[src/hdl/mcct_pkg.sv]
// Shared types and constants for the minimum coin change table block.
package mcct_pkg;

  localparam int AMT_W         = 6;
  localparam int CNT_W         = 7;
  localparam int COIN_W        = 6;
  localparam int NCOIN_W       = 3;
  localparam int NUM_COIN_REGS = 4;
  localparam int CIDX_W        = $clog2(NUM_COIN_REGS);
  localparam int MAX_COINS     = 4;
  localparam int MAX_AMOUNT    = 63;
  localparam int CFG_IDX_W     = 3;
  localparam int CFG_DATA_W    = 6;
  localparam int S_DATA_W      = 8;
  localparam int M_DATA_W      = 16;

  localparam logic [CNT_W-1:0] UNREACH = 7'd127;

  localparam logic [CFG_IDX_W-1:0] REG_COIN0        = 3'd0;
  localparam logic [CFG_IDX_W-1:0] REG_COIN1        = 3'd1;
  localparam logic [CFG_IDX_W-1:0] REG_COIN2        = 3'd2;
  localparam logic [CFG_IDX_W-1:0] REG_COIN3        = 3'd3;
  localparam logic [CFG_IDX_W-1:0] REG_COINS_IN_USE = 3'd4;

  typedef logic [NUM_COIN_REGS-1:0][COIN_W-1:0] coin_set_t;

  typedef struct packed {
    logic             we;
    logic [AMT_W-1:0] waddr;
    logic [CNT_W-1:0] wdata;
    logic [AMT_W-1:0] raddr_a;
    logic [AMT_W-1:0] raddr_b;
  } ram_req_t;

  typedef struct packed {
    logic             last;
    logic             reach;
    logic [AMT_W-1:0] count;
    logic [AMT_W-1:0] amount;
  } out_word_t;

endpackage

[src/hdl/mcct_table_ram.sv]
// Count table memory: one write port, two registered read ports.
module mcct_table_ram #(
  parameter int DEPTH = mcct_pkg::MAX_AMOUNT + 1,
  parameter int AW    = $clog2(DEPTH)
) (
  input  logic                         clk,
  input  mcct_pkg::ram_req_t           req,
  output logic [mcct_pkg::CNT_W-1:0]   rdata_a,
  output logic [mcct_pkg::CNT_W-1:0]   rdata_b
);

  logic [mcct_pkg::CNT_W-1:0] mem [DEPTH];

  always_ff @(posedge clk) begin
    if (req.we) begin
      mem[req.waddr[AW-1:0]] <= req.wdata;
    end
    rdata_a <= mem[req.raddr_a[AW-1:0]];
    rdata_b <= mem[req.raddr_b[AW-1:0]];
  end

endmodule

[src/hdl/mcct_out_buf.sv]
// Two-entry result buffer with a room flag for read-ahead.
module mcct_out_buf (
  input  logic                  clk,
  input  logic                  rst,
  input  logic                  push,
  input  mcct_pkg::out_word_t   push_word,
  output logic                  room,
  output logic                  m_tvalid,
  input  logic                  m_tready,
  output mcct_pkg::out_word_t   head
);

  mcct_pkg::out_word_t ent [2];
  logic [1:0] cnt;
  logic       rptr;
  logic       wptr;
  logic       pop;
  logic [2:0] occ_next;

  assign pop      = m_tvalid && m_tready;
  assign m_tvalid = (cnt != 2'd0);
  assign head     = ent[rptr];
  assign occ_next = {1'b0, cnt} + {2'b00, push} - {2'b00, pop};
  assign room     = (occ_next <= 3'd1);

  always_ff @(posedge clk) begin
    if (rst) begin
      cnt  <= 2'd0;
      rptr <= 1'b0;
      wptr <= 1'b0;
    end else begin
      cnt <= occ_next[1:0];
      if (push) begin
        wptr <= ~wptr;
      end
      if (pop) begin
        rptr <= ~rptr;
      end
    end
  end

  always_ff @(posedge clk) begin
    if (push) begin
      ent[wptr] <= push_word;
    end
  end

  a_no_overflow: assert property (@(posedge clk) disable iff (rst)
    !(push && cnt == 2'd2 && !pop))
    else $error("result buffer overflow");

endmodule

[src/hdl/mcct_ctrl.sv]
// Sequencer: table clear, per-coin relaxation with forwarding, table readout.
module mcct_ctrl #(
  parameter int MAX_AMOUNT = mcct_pkg::MAX_AMOUNT
) (
  input  logic                            clk,
  input  logic                            rst,
  input  logic                            s_valid,
  output logic                            s_ready,
  input  logic [mcct_pkg::AMT_W-1:0]      target,
  input  mcct_pkg::coin_set_t             coins,
  input  logic [mcct_pkg::NCOIN_W-1:0]    coins_in_use,
  output mcct_pkg::ram_req_t              req,
  input  logic [mcct_pkg::CNT_W-1:0]      ram_a,
  input  logic [mcct_pkg::CNT_W-1:0]      ram_b,
  output logic                            push,
  output mcct_pkg::out_word_t             push_word,
  input  logic                            room
);

  typedef enum logic [2:0] {S_IDLE, S_CLEAR, S_COIN, S_RELAX, S_OUT} state_t;

  state_t                        state;
  logic [mcct_pkg::AMT_W-1:0]    tgt;
  logic [mcct_pkg::NCOIN_W-1:0]  ncoins;
  logic [mcct_pkg::NCOIN_W-1:0]  cidx;
  logic [mcct_pkg::AMT_W-1:0]    j;
  logic [mcct_pkg::COIN_W-1:0]   v;
  logic                          p_vld;
  logic [mcct_pkg::AMT_W-1:0]    ra_q;
  logic [mcct_pkg::AMT_W-1:0]    rb_q;
  logic                          fwd_en;
  logic [mcct_pkg::AMT_W-1:0]    fwd_addr;
  logic [mcct_pkg::CNT_W-1:0]    fwd_data;
  logic                          rd_pend;
  logic [mcct_pkg::AMT_W-1:0]    o_amt;
  logic                          o_last;

  logic [mcct_pkg::COIN_W-1:0]   cur_v;
  logic                          issue_relax;
  logic                          issue_out;
  logic [mcct_pkg::CNT_W-1:0]    rda;
  logic [mcct_pkg::CNT_W-1:0]    rdb;
  logic [mcct_pkg::CNT_W-1:0]    cand;
  logic [mcct_pkg::CNT_W-1:0]    relaxed;
  logic [mcct_pkg::AMT_W-1:0]    tgt_sat;
  logic [mcct_pkg::NCOIN_W-1:0]  ncoins_sat;

  assign s_ready     = (state == S_IDLE);
  assign cur_v       = coins[cidx[mcct_pkg::CIDX_W-1:0]];
  assign issue_relax = (state == S_RELAX);
  assign issue_out   = (state == S_OUT) && room;

  assign rda = (fwd_en && fwd_addr == ra_q) ? fwd_data : ram_a;
  assign rdb = (fwd_en && fwd_addr == rb_q) ? fwd_data : ram_b;

  assign cand    = rda + 7'd1;
  assign relaxed = (rda != mcct_pkg::UNREACH && cand < rdb) ? cand : rdb;

  always_comb begin
    tgt_sat = target;
    if (target > mcct_pkg::AMT_W'(MAX_AMOUNT)) begin
      tgt_sat = mcct_pkg::AMT_W'(MAX_AMOUNT);
    end
    ncoins_sat = coins_in_use;
    if (int'(ncoins_sat) > mcct_pkg::NUM_COIN_REGS) begin
      ncoins_sat = mcct_pkg::NCOIN_W'(mcct_pkg::NUM_COIN_REGS);
    end
    if (int'(ncoins_sat) > mcct_pkg::MAX_COINS) begin
      ncoins_sat = mcct_pkg::NCOIN_W'(mcct_pkg::MAX_COINS);
    end
  end

  always_comb begin
    req.raddr_a = issue_out ? j : (j - mcct_pkg::AMT_W'(v));
    req.raddr_b = j;
    req.we      = 1'b0;
    req.waddr   = rb_q;
    req.wdata   = relaxed;
    if (state == S_CLEAR) begin
      req.we    = 1'b1;
      req.waddr = j;
      req.wdata = (j == '0) ? '0 : mcct_pkg::UNREACH;
    end else if (p_vld) begin
      req.we = 1'b1;
    end
  end

  assign push             = rd_pend;
  assign push_word.amount = o_amt;
  assign push_word.reach  = (rda != mcct_pkg::UNREACH);
  assign push_word.count  = (rda != mcct_pkg::UNREACH) ? rda[mcct_pkg::AMT_W-1:0] : '0;
  assign push_word.last   = o_last;

  always_ff @(posedge clk) begin
    if (rst) begin
      state   <= S_IDLE;
      p_vld   <= 1'b0;
      fwd_en  <= 1'b0;
      rd_pend <= 1'b0;
    end else begin
      p_vld   <= issue_relax;
      fwd_en  <= req.we;
      rd_pend <= issue_out;
      unique case (state)
        S_IDLE: begin
          if (s_valid) begin
            tgt    <= tgt_sat;
            ncoins <= ncoins_sat;
            j      <= '0;
            state  <= S_CLEAR;
          end
        end
        S_CLEAR: begin
          if (j == tgt) begin
            cidx  <= '0;
            state <= S_COIN;
          end else begin
            j <= j + 1'b1;
          end
        end
        S_COIN: begin
          if (cidx == ncoins) begin
            j     <= '0;
            state <= S_OUT;
          end else if (cur_v == '0 || cur_v > tgt) begin
            cidx <= cidx + 1'b1;
          end else begin
            v     <= cur_v;
            j     <= cur_v;
            state <= S_RELAX;
          end
        end
        S_RELAX: begin
          if (j == tgt) begin
            cidx  <= cidx + 1'b1;
            state <= S_COIN;
          end else begin
            j <= j + 1'b1;
          end
        end
        S_OUT: begin
          if (room) begin
            if (j == tgt) begin
              state <= S_IDLE;
            end else begin
              j <= j + 1'b1;
            end
          end
        end
        default: state <= S_IDLE;
      endcase
    end
  end

  always_ff @(posedge clk) begin
    ra_q     <= req.raddr_a;
    rb_q     <= req.raddr_b;
    fwd_addr <= req.waddr;
    fwd_data <= req.wdata;
    o_amt    <= j;
    o_last   <= (j == tgt);
  end

  a_no_wb_in_clear: assert property (@(posedge clk) disable iff (rst)
    !(p_vld && state == S_CLEAR))
    else $error("relax write-back during table clear");

  a_out_after_wb: assert property (@(posedge clk) disable iff (rst)
    state == S_OUT |-> !p_vld)
    else $error("readout started with relax write-back pending");

  a_relax_range: assert property (@(posedge clk) disable iff (rst)
    state == S_RELAX |-> (j >= v && j <= tgt && v != '0))
    else $error("relax index out of range");

endmodule

[src/hdl/min_coin_change_table_top.sv]
// Top level of the minimum coin change table block.
//
//  port group   dir  word layout (low bit first)                  accepted when
//  s_*          in   tdata: target_amount[5:0]                     s_tvalid & s_tready
//  m_*          out  tdata: amount_index, coin_count; tuser: reach m_tvalid & m_tready
//  cfg_*        in   cfg_data: register value, cfg_index: reg      cfg_we
//
//  A request with target T clears table entries 0 to T, relaxes them once for each
//  coin in use that is nonzero and not above T, then reads entries 0 to T out; the
//  table memory has a single write port.
//  Reset is synchronous; table contents are not cleared by reset.
//  m_tready low stalls readout through a two-entry result buffer; a new request
//  is taken once the previous readout has been issued.
module min_coin_change_table_top #(
  parameter int MAX_AMOUNT = mcct_pkg::MAX_AMOUNT
) (
  input  logic                                clk,
  input  logic                                rst,
  input  logic                                s_tvalid,
  output logic                                s_tready,
  input  logic [mcct_pkg::S_DATA_W-1:0]       s_tdata,   // target_amount
  output logic                                m_tvalid,
  input  logic                                m_tready,
  output logic [mcct_pkg::M_DATA_W-1:0]       m_tdata,   // amount_index, coin_count
  output logic                                m_tuser,   // reachable
  output logic                                m_tlast,
  input  logic                                cfg_we,
  input  logic [mcct_pkg::CFG_IDX_W-1:0]      cfg_index,
  input  logic [mcct_pkg::CFG_DATA_W-1:0]     cfg_data
);

  mcct_pkg::coin_set_t                coins;
  logic [mcct_pkg::NCOIN_W-1:0]       coins_in_use;
  mcct_pkg::ram_req_t                 req;
  logic [mcct_pkg::CNT_W-1:0]         ram_a;
  logic [mcct_pkg::CNT_W-1:0]         ram_b;
  logic                               push;
  mcct_pkg::out_word_t                push_word;
  logic                               room;
  mcct_pkg::out_word_t                head;

  always_ff @(posedge clk) begin
    if (rst) begin
      coins[0]     <= 6'd16;
      coins[1]     <= 6'd10;
      coins[2]     <= 6'd5;
      coins[3]     <= 6'd1;
      coins_in_use <= 3'd4;
    end else if (cfg_we) begin
      unique case (cfg_index)
        mcct_pkg::REG_COIN0:        coins[0]     <= cfg_data;
        mcct_pkg::REG_COIN1:        coins[1]     <= cfg_data;
        mcct_pkg::REG_COIN2:        coins[2]     <= cfg_data;
        mcct_pkg::REG_COIN3:        coins[3]     <= cfg_data;
        mcct_pkg::REG_COINS_IN_USE: coins_in_use <= cfg_data[mcct_pkg::NCOIN_W-1:0];
        default: ;
      endcase
    end
  end

  mcct_ctrl #(
    .MAX_AMOUNT (MAX_AMOUNT)
  ) u_ctrl (
    .clk          (clk),
    .rst          (rst),
    .s_valid      (s_tvalid),
    .s_ready      (s_tready),
    .target       (s_tdata[mcct_pkg::AMT_W-1:0]),
    .coins        (coins),
    .coins_in_use (coins_in_use),
    .req          (req),
    .ram_a        (ram_a),
    .ram_b        (ram_b),
    .push         (push),
    .push_word    (push_word),
    .room         (room)
  );

  mcct_table_ram #(
    .DEPTH (MAX_AMOUNT + 1)
  ) u_ram (
    .clk     (clk),
    .req     (req),
    .rdata_a (ram_a),
    .rdata_b (ram_b)
  );

  mcct_out_buf u_buf (
    .clk       (clk),
    .rst       (rst),
    .push      (push),
    .push_word (push_word),
    .room      (room),
    .m_tvalid  (m_tvalid),
    .m_tready  (m_tready),
    .head      (head)
  );

  assign m_tdata = {4'b0000, head.count, head.amount};
  assign m_tuser = head.reach;
  assign m_tlast = head.last;

endmodule
[config.mk]
export PLATFORM = sky130hd
export DESIGN_NAME = min_coin_change_table_top
export DESIGN_NICKNAME = d
export VERILOG_FILES = /design/src/hdl/mcct_pkg.sv /design/src/hdl/mcct_table_ram.sv /design/src/hdl/mcct_out_buf.sv /design/src/hdl/mcct_ctrl.sv /design/src/hdl/min_coin_change_table_top.sv
export SDC_FILE = /design/constraint.sdc
export NUM_CORES = 1
export LEC_CHECK = 0
export ABC_CLOCK_PERIOD_IN_PS = 12780
export BUFFER_PORTS_ARGS = -buffer_cell sky130_fd_sc_hd__buf_2
export CAP_MARGIN = 10
export CORE_MARGIN = 2
export CORE_UTILIZATION = 60
export DETAILED_ROUTE_END_ITERATION = 16
export PLACE_DENSITY = 0.78
export SYNTH_ARGS = -nofsm -noshare
export SYNTH_HDL_FRONTEND = slang
export SYNTH_HIERARCHICAL = 1
export SYNTH_SLANG_ARGS = --single-unit
[constraint.sdc]
create_clock -name clk -period 12.78 [get_ports clk]
set_clock_uncertainty 0.05 [all_clocks]
set_input_delay 0.639 -clock clk [delete_from_list [all_inputs] [get_ports clk]]
set_output_delay 0.639 -clock clk [all_outputs]
set_load 0.005 [all_outputs]
* Word-level counts from Yosys, hierarchy flattened
Memory sizes are Yosys's and may differ from the RTL's. A register that Yosys moved wholly into a read port is not among the register bits. Index checks and enable logic that the tools add are counted.
Word-level totals: memory bits (writable) 476, output and inout bits 20, input bits 22, word-level logic and storage cells 123, memories kept 2, register bits 87
Operators by class: add/subtract/negate cells 6, equal/unequal tests 22, $lt $le $gt $ge 7, reductions and logical operators 24, bitwise operators 5, mux-type cells 35
Memories:
- u_ram.mem | words 64, bits a word 7, rd ports 2, clocked after Yosys merged registers in 2, wr ports 1, RTL line mcct_table_ram.sv:12 | logic [mcct_pkg::CNT_W-1:0] mem [DEPTH];
- u_buf.ent | words 2, bits a word 14, rd ports 1, clocked after Yosys merged registers in 1, wr ports 1, RTL line mcct_out_buf.sv:13 | mcct_pkg::out_word_t ent [2];
Operators by type and width (count):
- 6-bit two-way mux | 8
- 3-bit two-way mux | 10
- 7-bit two-way mux | 4
- 6-bit case mux with 4 select lines | 1
- 6-bit == test | 3
- 13-bit two-way mux | 1
- 6-bit binary-select mux with 2-bit select | 1
- 3-bit by 2-bit == test with 1-bit output (second input constant) | 4
- 6-bit zero test | 2
- 3-bit case mux with 4 select lines | 1
- 2-bit inequality test (second input constant) | 5
- 2-bit AND reduction | 5
- 5-bit AND reduction | 2
- 3-bit case mux with 3 select lines | 1
- 1-bit two-way mux | 8
- 7-bit by 1-bit adder with 7-bit output (second input constant) | 1
- 7-bit less-than comparator | 1
- 7-bit inequality test (second input constant) | 1
- 6-bit by 1-bit adder with 6-bit output (second input constant) | 1
- 3-bit by 1-bit == test with 1-bit output (second input constant) | 2
- 3-bit == test (second input constant) | 2
- 3-bit greater-than comparator (second input constant) | 2
- 6-bit greater-than comparator | 1
- 6-bit greater-than comparator (second input constant) | 1
- other kinds (20) | 31

* Longest topological paths before layout
word-level depth 8, gate-level depth with buffers 19, gate-level depth less buffers 18

* By module
The synthesis kept the hierarchy.
Modules (own cells, without submodules):
- mcct_table_ram | instances 1, area an instance 21448.1 µm², cells each 1105, sequential area each 13733.2 µm²
- mcct_ctrl | instances 1, area an instance 3378.2 µm², cells each 344, sequential area each 1361.3 µm²
- mcct_out_buf | instances 1, area an instance 1263.7 µm², cells each 69, sequential area each 940.9 µm²
- min_coin_change_table_top | instances 1, area an instance 1142.3 µm², cells each 110, sequential area each 540.5 µm²

* Worst setup path before layout
No wires, ideal clock.
path kind flip-flop to flip-flop, from reg u_ctrl/fwd_addr[2] (netlist name), to mem u_ram/mem[0][1] (netlist name), data pin, period minus slack after synthesis 7.277 ns, cell stages (with the launch flop) 19, arrival time 6.500 ns, setup slack 5.503 ns, cells stage by stage dfxtp_1 > xor2_1 > nor4_4 > clkbuf_1 > mux2_2 > ha_1 > nand3_1 > xnor2_1 > nand2_1 > o21ai_0 > ha_1 > a21o_1 > a21o_1 > a211oi_1 > o211ai_1 > a211o_1 > buf_6 > and2_1 > o31ai_1
RTL lines:
- start: declaration | RTL line mcct_ctrl.sv:32 | logic [mcct_pkg::AMT_W-1:0] fwd_addr;
- start signal: assignment | RTL line mcct_ctrl.sv:158 | fwd_addr <= req.waddr;
- end: declaration | RTL line mcct_table_ram.sv:12

==> reports/metrics.cfg <==
[die]
start_util_pct=60.4
core_um2=45100
die-area_um2=47100
die_x_um=217
ioPinCount=42
rows=78
die_h_um=217

[power_and_ir_drop]
vdd_ir_drop_max_v=0.000139
power_density_nw_per_um2=166
p_leak_nw=9.79

[critical_path]
arrival_ns=6.66
crit_type=reg -> reg
critPathCaptureType=flip-flop
cpPeakStageDelay_ns=0.77
required_ns=13.30
cp.depth=16
cp-start-kind=flip-flop
crit_fanout=50
crit_family=simple AND/OR/NAND/NOR gates
cp_cell_sequence=o21a_1 -> ha_1 -> inv_1 -> ha_1 -> fa_1 -> xnor2_1 -> nor2_1 -> nand3_1 -> a21oi_4 -> buf_4 -> buf_4 -> mux4_2 -> nor2b_1 -> a211oi_1 -> nor4_1 -> a21o_1
slowest_stage=buf_4
cp.buffers_inverters=3
ff2ff_path_depth=16

[timing]
worst_pin_slew_ns=1.25
fmax_mhz=163
period_share_pct=48.1
finalMaxSlewViolations=0
grt_setup_unrepaired=no
period_needed_ns=6.15
setup_violations=0
final-hold-violation-count=0
setup_tns_ns=0
slew_headroom_pct=16.2
fin_ws_ns=6.63

[yosys]
ys_seq_elements=578
ys_types=62
synth_area_leaders=edfxtp_1 (55%), mux4_2 (18%), dfxtp_1 (5.7%)
syn_area_um2=27200
synthCells=1628
ys_seq_area_share_pct=60.9
ys.flop_type=edfxtp_1
ys_warn_count=6
synth_edf_count=500
yosysTopAreaCell=edfxtp_1
yosysTopAreaCellShare_pct=55.1
syn_avg_cell_area_um2=16.7
async_flop_share_pct=0

[clocking]
cts_hold_buf=0
clkTransAtPathRegs_ns=0.06
clkLatencyLatePin_ns=0.63
cts_made_buffers=58
clk_path_buf_depth=3
clock_sinks=578
cts_tree=done
cts_resized=0
h-tree-depth=2
post-cts-setup-buffers=0
cts_root_buf=clkbuf_16

[hold_path]
hold_path_depth=1
hp-class=in -> reg

[place]
place_hpwl_mm=40.8
dp_cells=2175
place_area_um2=27800
place_ws_ns=6.53
portBuffers=35
gp_congestion=0.911

[global_route]
grt_overflow=0
grt_antenna_before_repair=2
grt_pass1_wl_mm=98.8
track_usage_pct=28.8
grt_pass1_vias=15600
grt_max_degree=115

[final_layout]
multi_input_area_um2=10000
syn_to_final_growth_pct=9.24
drive_above_1_share_pct=26.1
seq_area_um2=16600
antennaDiodeCount=0
final_cells=2286
nNetsFinal=1683
fin_area_um2=29700
fillers=2995
final_util_pct=66.0

[detailed_routing]
wl_mm=66.6
drc=0
drtIter0Drc=2390
via_per_inst=6.89
routedWlPerCell_um=29.2
firstDrtPassIters=5
final_antenna_net_count=0
vias=15700

[flow_run]
drv_cap=0

[outcome]
status=complete, no violations

[sequential cells by signal, summed over array words and instances, names as in the netlist, 3 cells and up, named ones only]
| name | cells |
|---|---|
| u_buf/ent | 28 |
| u_ram/rdata_b | 7 |
| u_ctrl/cidx | 3 |
| u_ctrl/o_amt | 6 |
| u_ctrl/tgt | 6 |
| u_ctrl/ncoins | 3 |
| u_ctrl/fwd_addr | 6 |
| coins_in_use | 3 |
| u_ram/rdata_a | 7 |
| u_ctrl/v | 6 |
| u_ctrl/ra_q | 6 |
| u_ctrl/state | 3 |
| u_ctrl/fwd_data | 7 |
| u_ctrl/j | 6 |
| u_ram/mem | 448 |
| coins | 24 |
[worst reg2reg max path, cell delays in order, from the launching register on]
cell      delay, ns
dfxtp_1        0.33
o21a_1         0.23
ha_1           0.29
inv_1          0.04
ha_1           0.19
fa_1           0.38
xnor2_1        0.14
nor2_1         0.24
nand3_1        0.50
a21oi_4        0.65
buf_4          0.69
buf_4          0.79
mux4_2         0.45
nor2b_1        0.17
a211oi_1       0.10
nor4_1         0.71
a21o_1         0.14
[cell usage in the layout (no fill, tap or decap), drive strengths merged, types with 7 or more instances in the layout]
master / synthesis / layout
edfxtp: 500 / 500
mux4: 224 / 224
nor2: 118 / 118
dfxtp: 78 / 78
mux2i: 77 / 77
clkbuf: 48 / 68
buf: 67 / 60
mux2: 55 / 55
nand2: 41 / 41
nand2b: 36 / 36
a21oi: 34 / 34
clkinv: 0 / 30
nand3: 28 / 28
inv: 24 / 28
nor2b: 27 / 27
xnor2: 25 / 25
o21ai: 24 / 24
ha: 23 / 23
o22ai: 23 / 23
a211oi: 19 / 19
a22oi: 19 / 19
xor2: 16 / 16
a21o: 14 / 14
nor3: 9 / 9
o221ai: 8 / 8
bufinv: 0 / 7
nand4: 7 / 7
nor4: 7 / 7
o31ai: 7 / 7
[power breakdown]
part | switching [W] | internal [W] | leakage, nW
Clock | 0.000727 | 0.000991 | 0.946
Sequential | 0.0000480 | 0.00232 | 5.15
Combinational | 0.000584 | 0.000275 | 3.70
[per-layer routing]
| metal | wire length [um] | vias up | share of wire, % | global-route usage (%) |
|---|---|---|---|---|
| li1 | - | 6603 | - | - |
| met1 | 25000 | 8086 | 37 | 40.3 |
| met2 | 32300 | 920 | 48 | 45.8 |
| met3 | 7260 | 139 | 11 | 5.72 |
| met4 | 2090 | 0 | 3.1 | 9.93 |
| met5 | 0 | - | 0 | 0 |
[synth_stat cells (8+ instances only)]
master,count
nand2b_1,36
o21ai_0,21
a21o_1,14
dfxtp_1,78
mux2_2,55
a22oi_1,19
xnor2_1,25
buf_2,30
nor3_1,9
mux2i_1,77
nor2_1,118
mux4_2,217
nand3_1,28
ha_1,23
inv_1,24
nor2b_1,27
o22ai_1,23
o221ai_1,8
a21oi_1,34
clkbuf_1,48
xor2_1,16
buf_6,13
edfxtp_1,500
a211oi_1,19
buf_4,22
nand2_1,41
[final timing paths]
check / end / startpoint / slack, ns
setup / recovery: u_ram/rdata_a[3]$_DFF_P_ / u_buf/cnt[1]$_SDFF_PP0_ / 6.63
setup reg to reg: u_ram/rdata_a[3]$_DFF_P_ / u_buf/cnt[1]$_SDFF_PP0_ / 6.63
hold / removal: u_ctrl/tgt[4]$_SDFFCE_PN1P_ / s_tdata[4] / 0.14
hold reg to reg: u_buf/ent[1][13]$_DFFE_PP_ / u_ctrl/o_last$_DFF_P_ / 0.39
[per-stage QoR]
step / hold WS [ns] / power, W
after floorplan: 0.347 / 0.00295
after global placement: 0.361 / 0.00322
after detailed placement: 0.370 / 0.00325
after CTS: 0.119 / 0.00495
after global routing: 0.133 / 0.00510
final: 0.141 / 0.00495
[cell type report]
cell class                 instances  share of cell area [%]
sequential                       578                    55.7
multi-input combinational        914                    33.7
clock buffer                      68                    5.11
tap                              600                    2.52
clock inverter                    42                    1.35
timing repair buffer              60                    1.30
inverter                          24                   0.303
[cell families after synthesis]
group | Yosys count | synth area share [%]
buffers and inverters | 139 | 2.72
muxes | 356 | 23.7
xor gates and xnor gates | 41 | 1.32
DFF | 578 | 60.9
and+or+nand+nor | 314 | 5.84
other | 1 | 0.0138
adders and majority gates | 25 | 1.20
AOI/OAI and AO/OA | 174 | 4.31
Power figures use the tool's default switching activity.
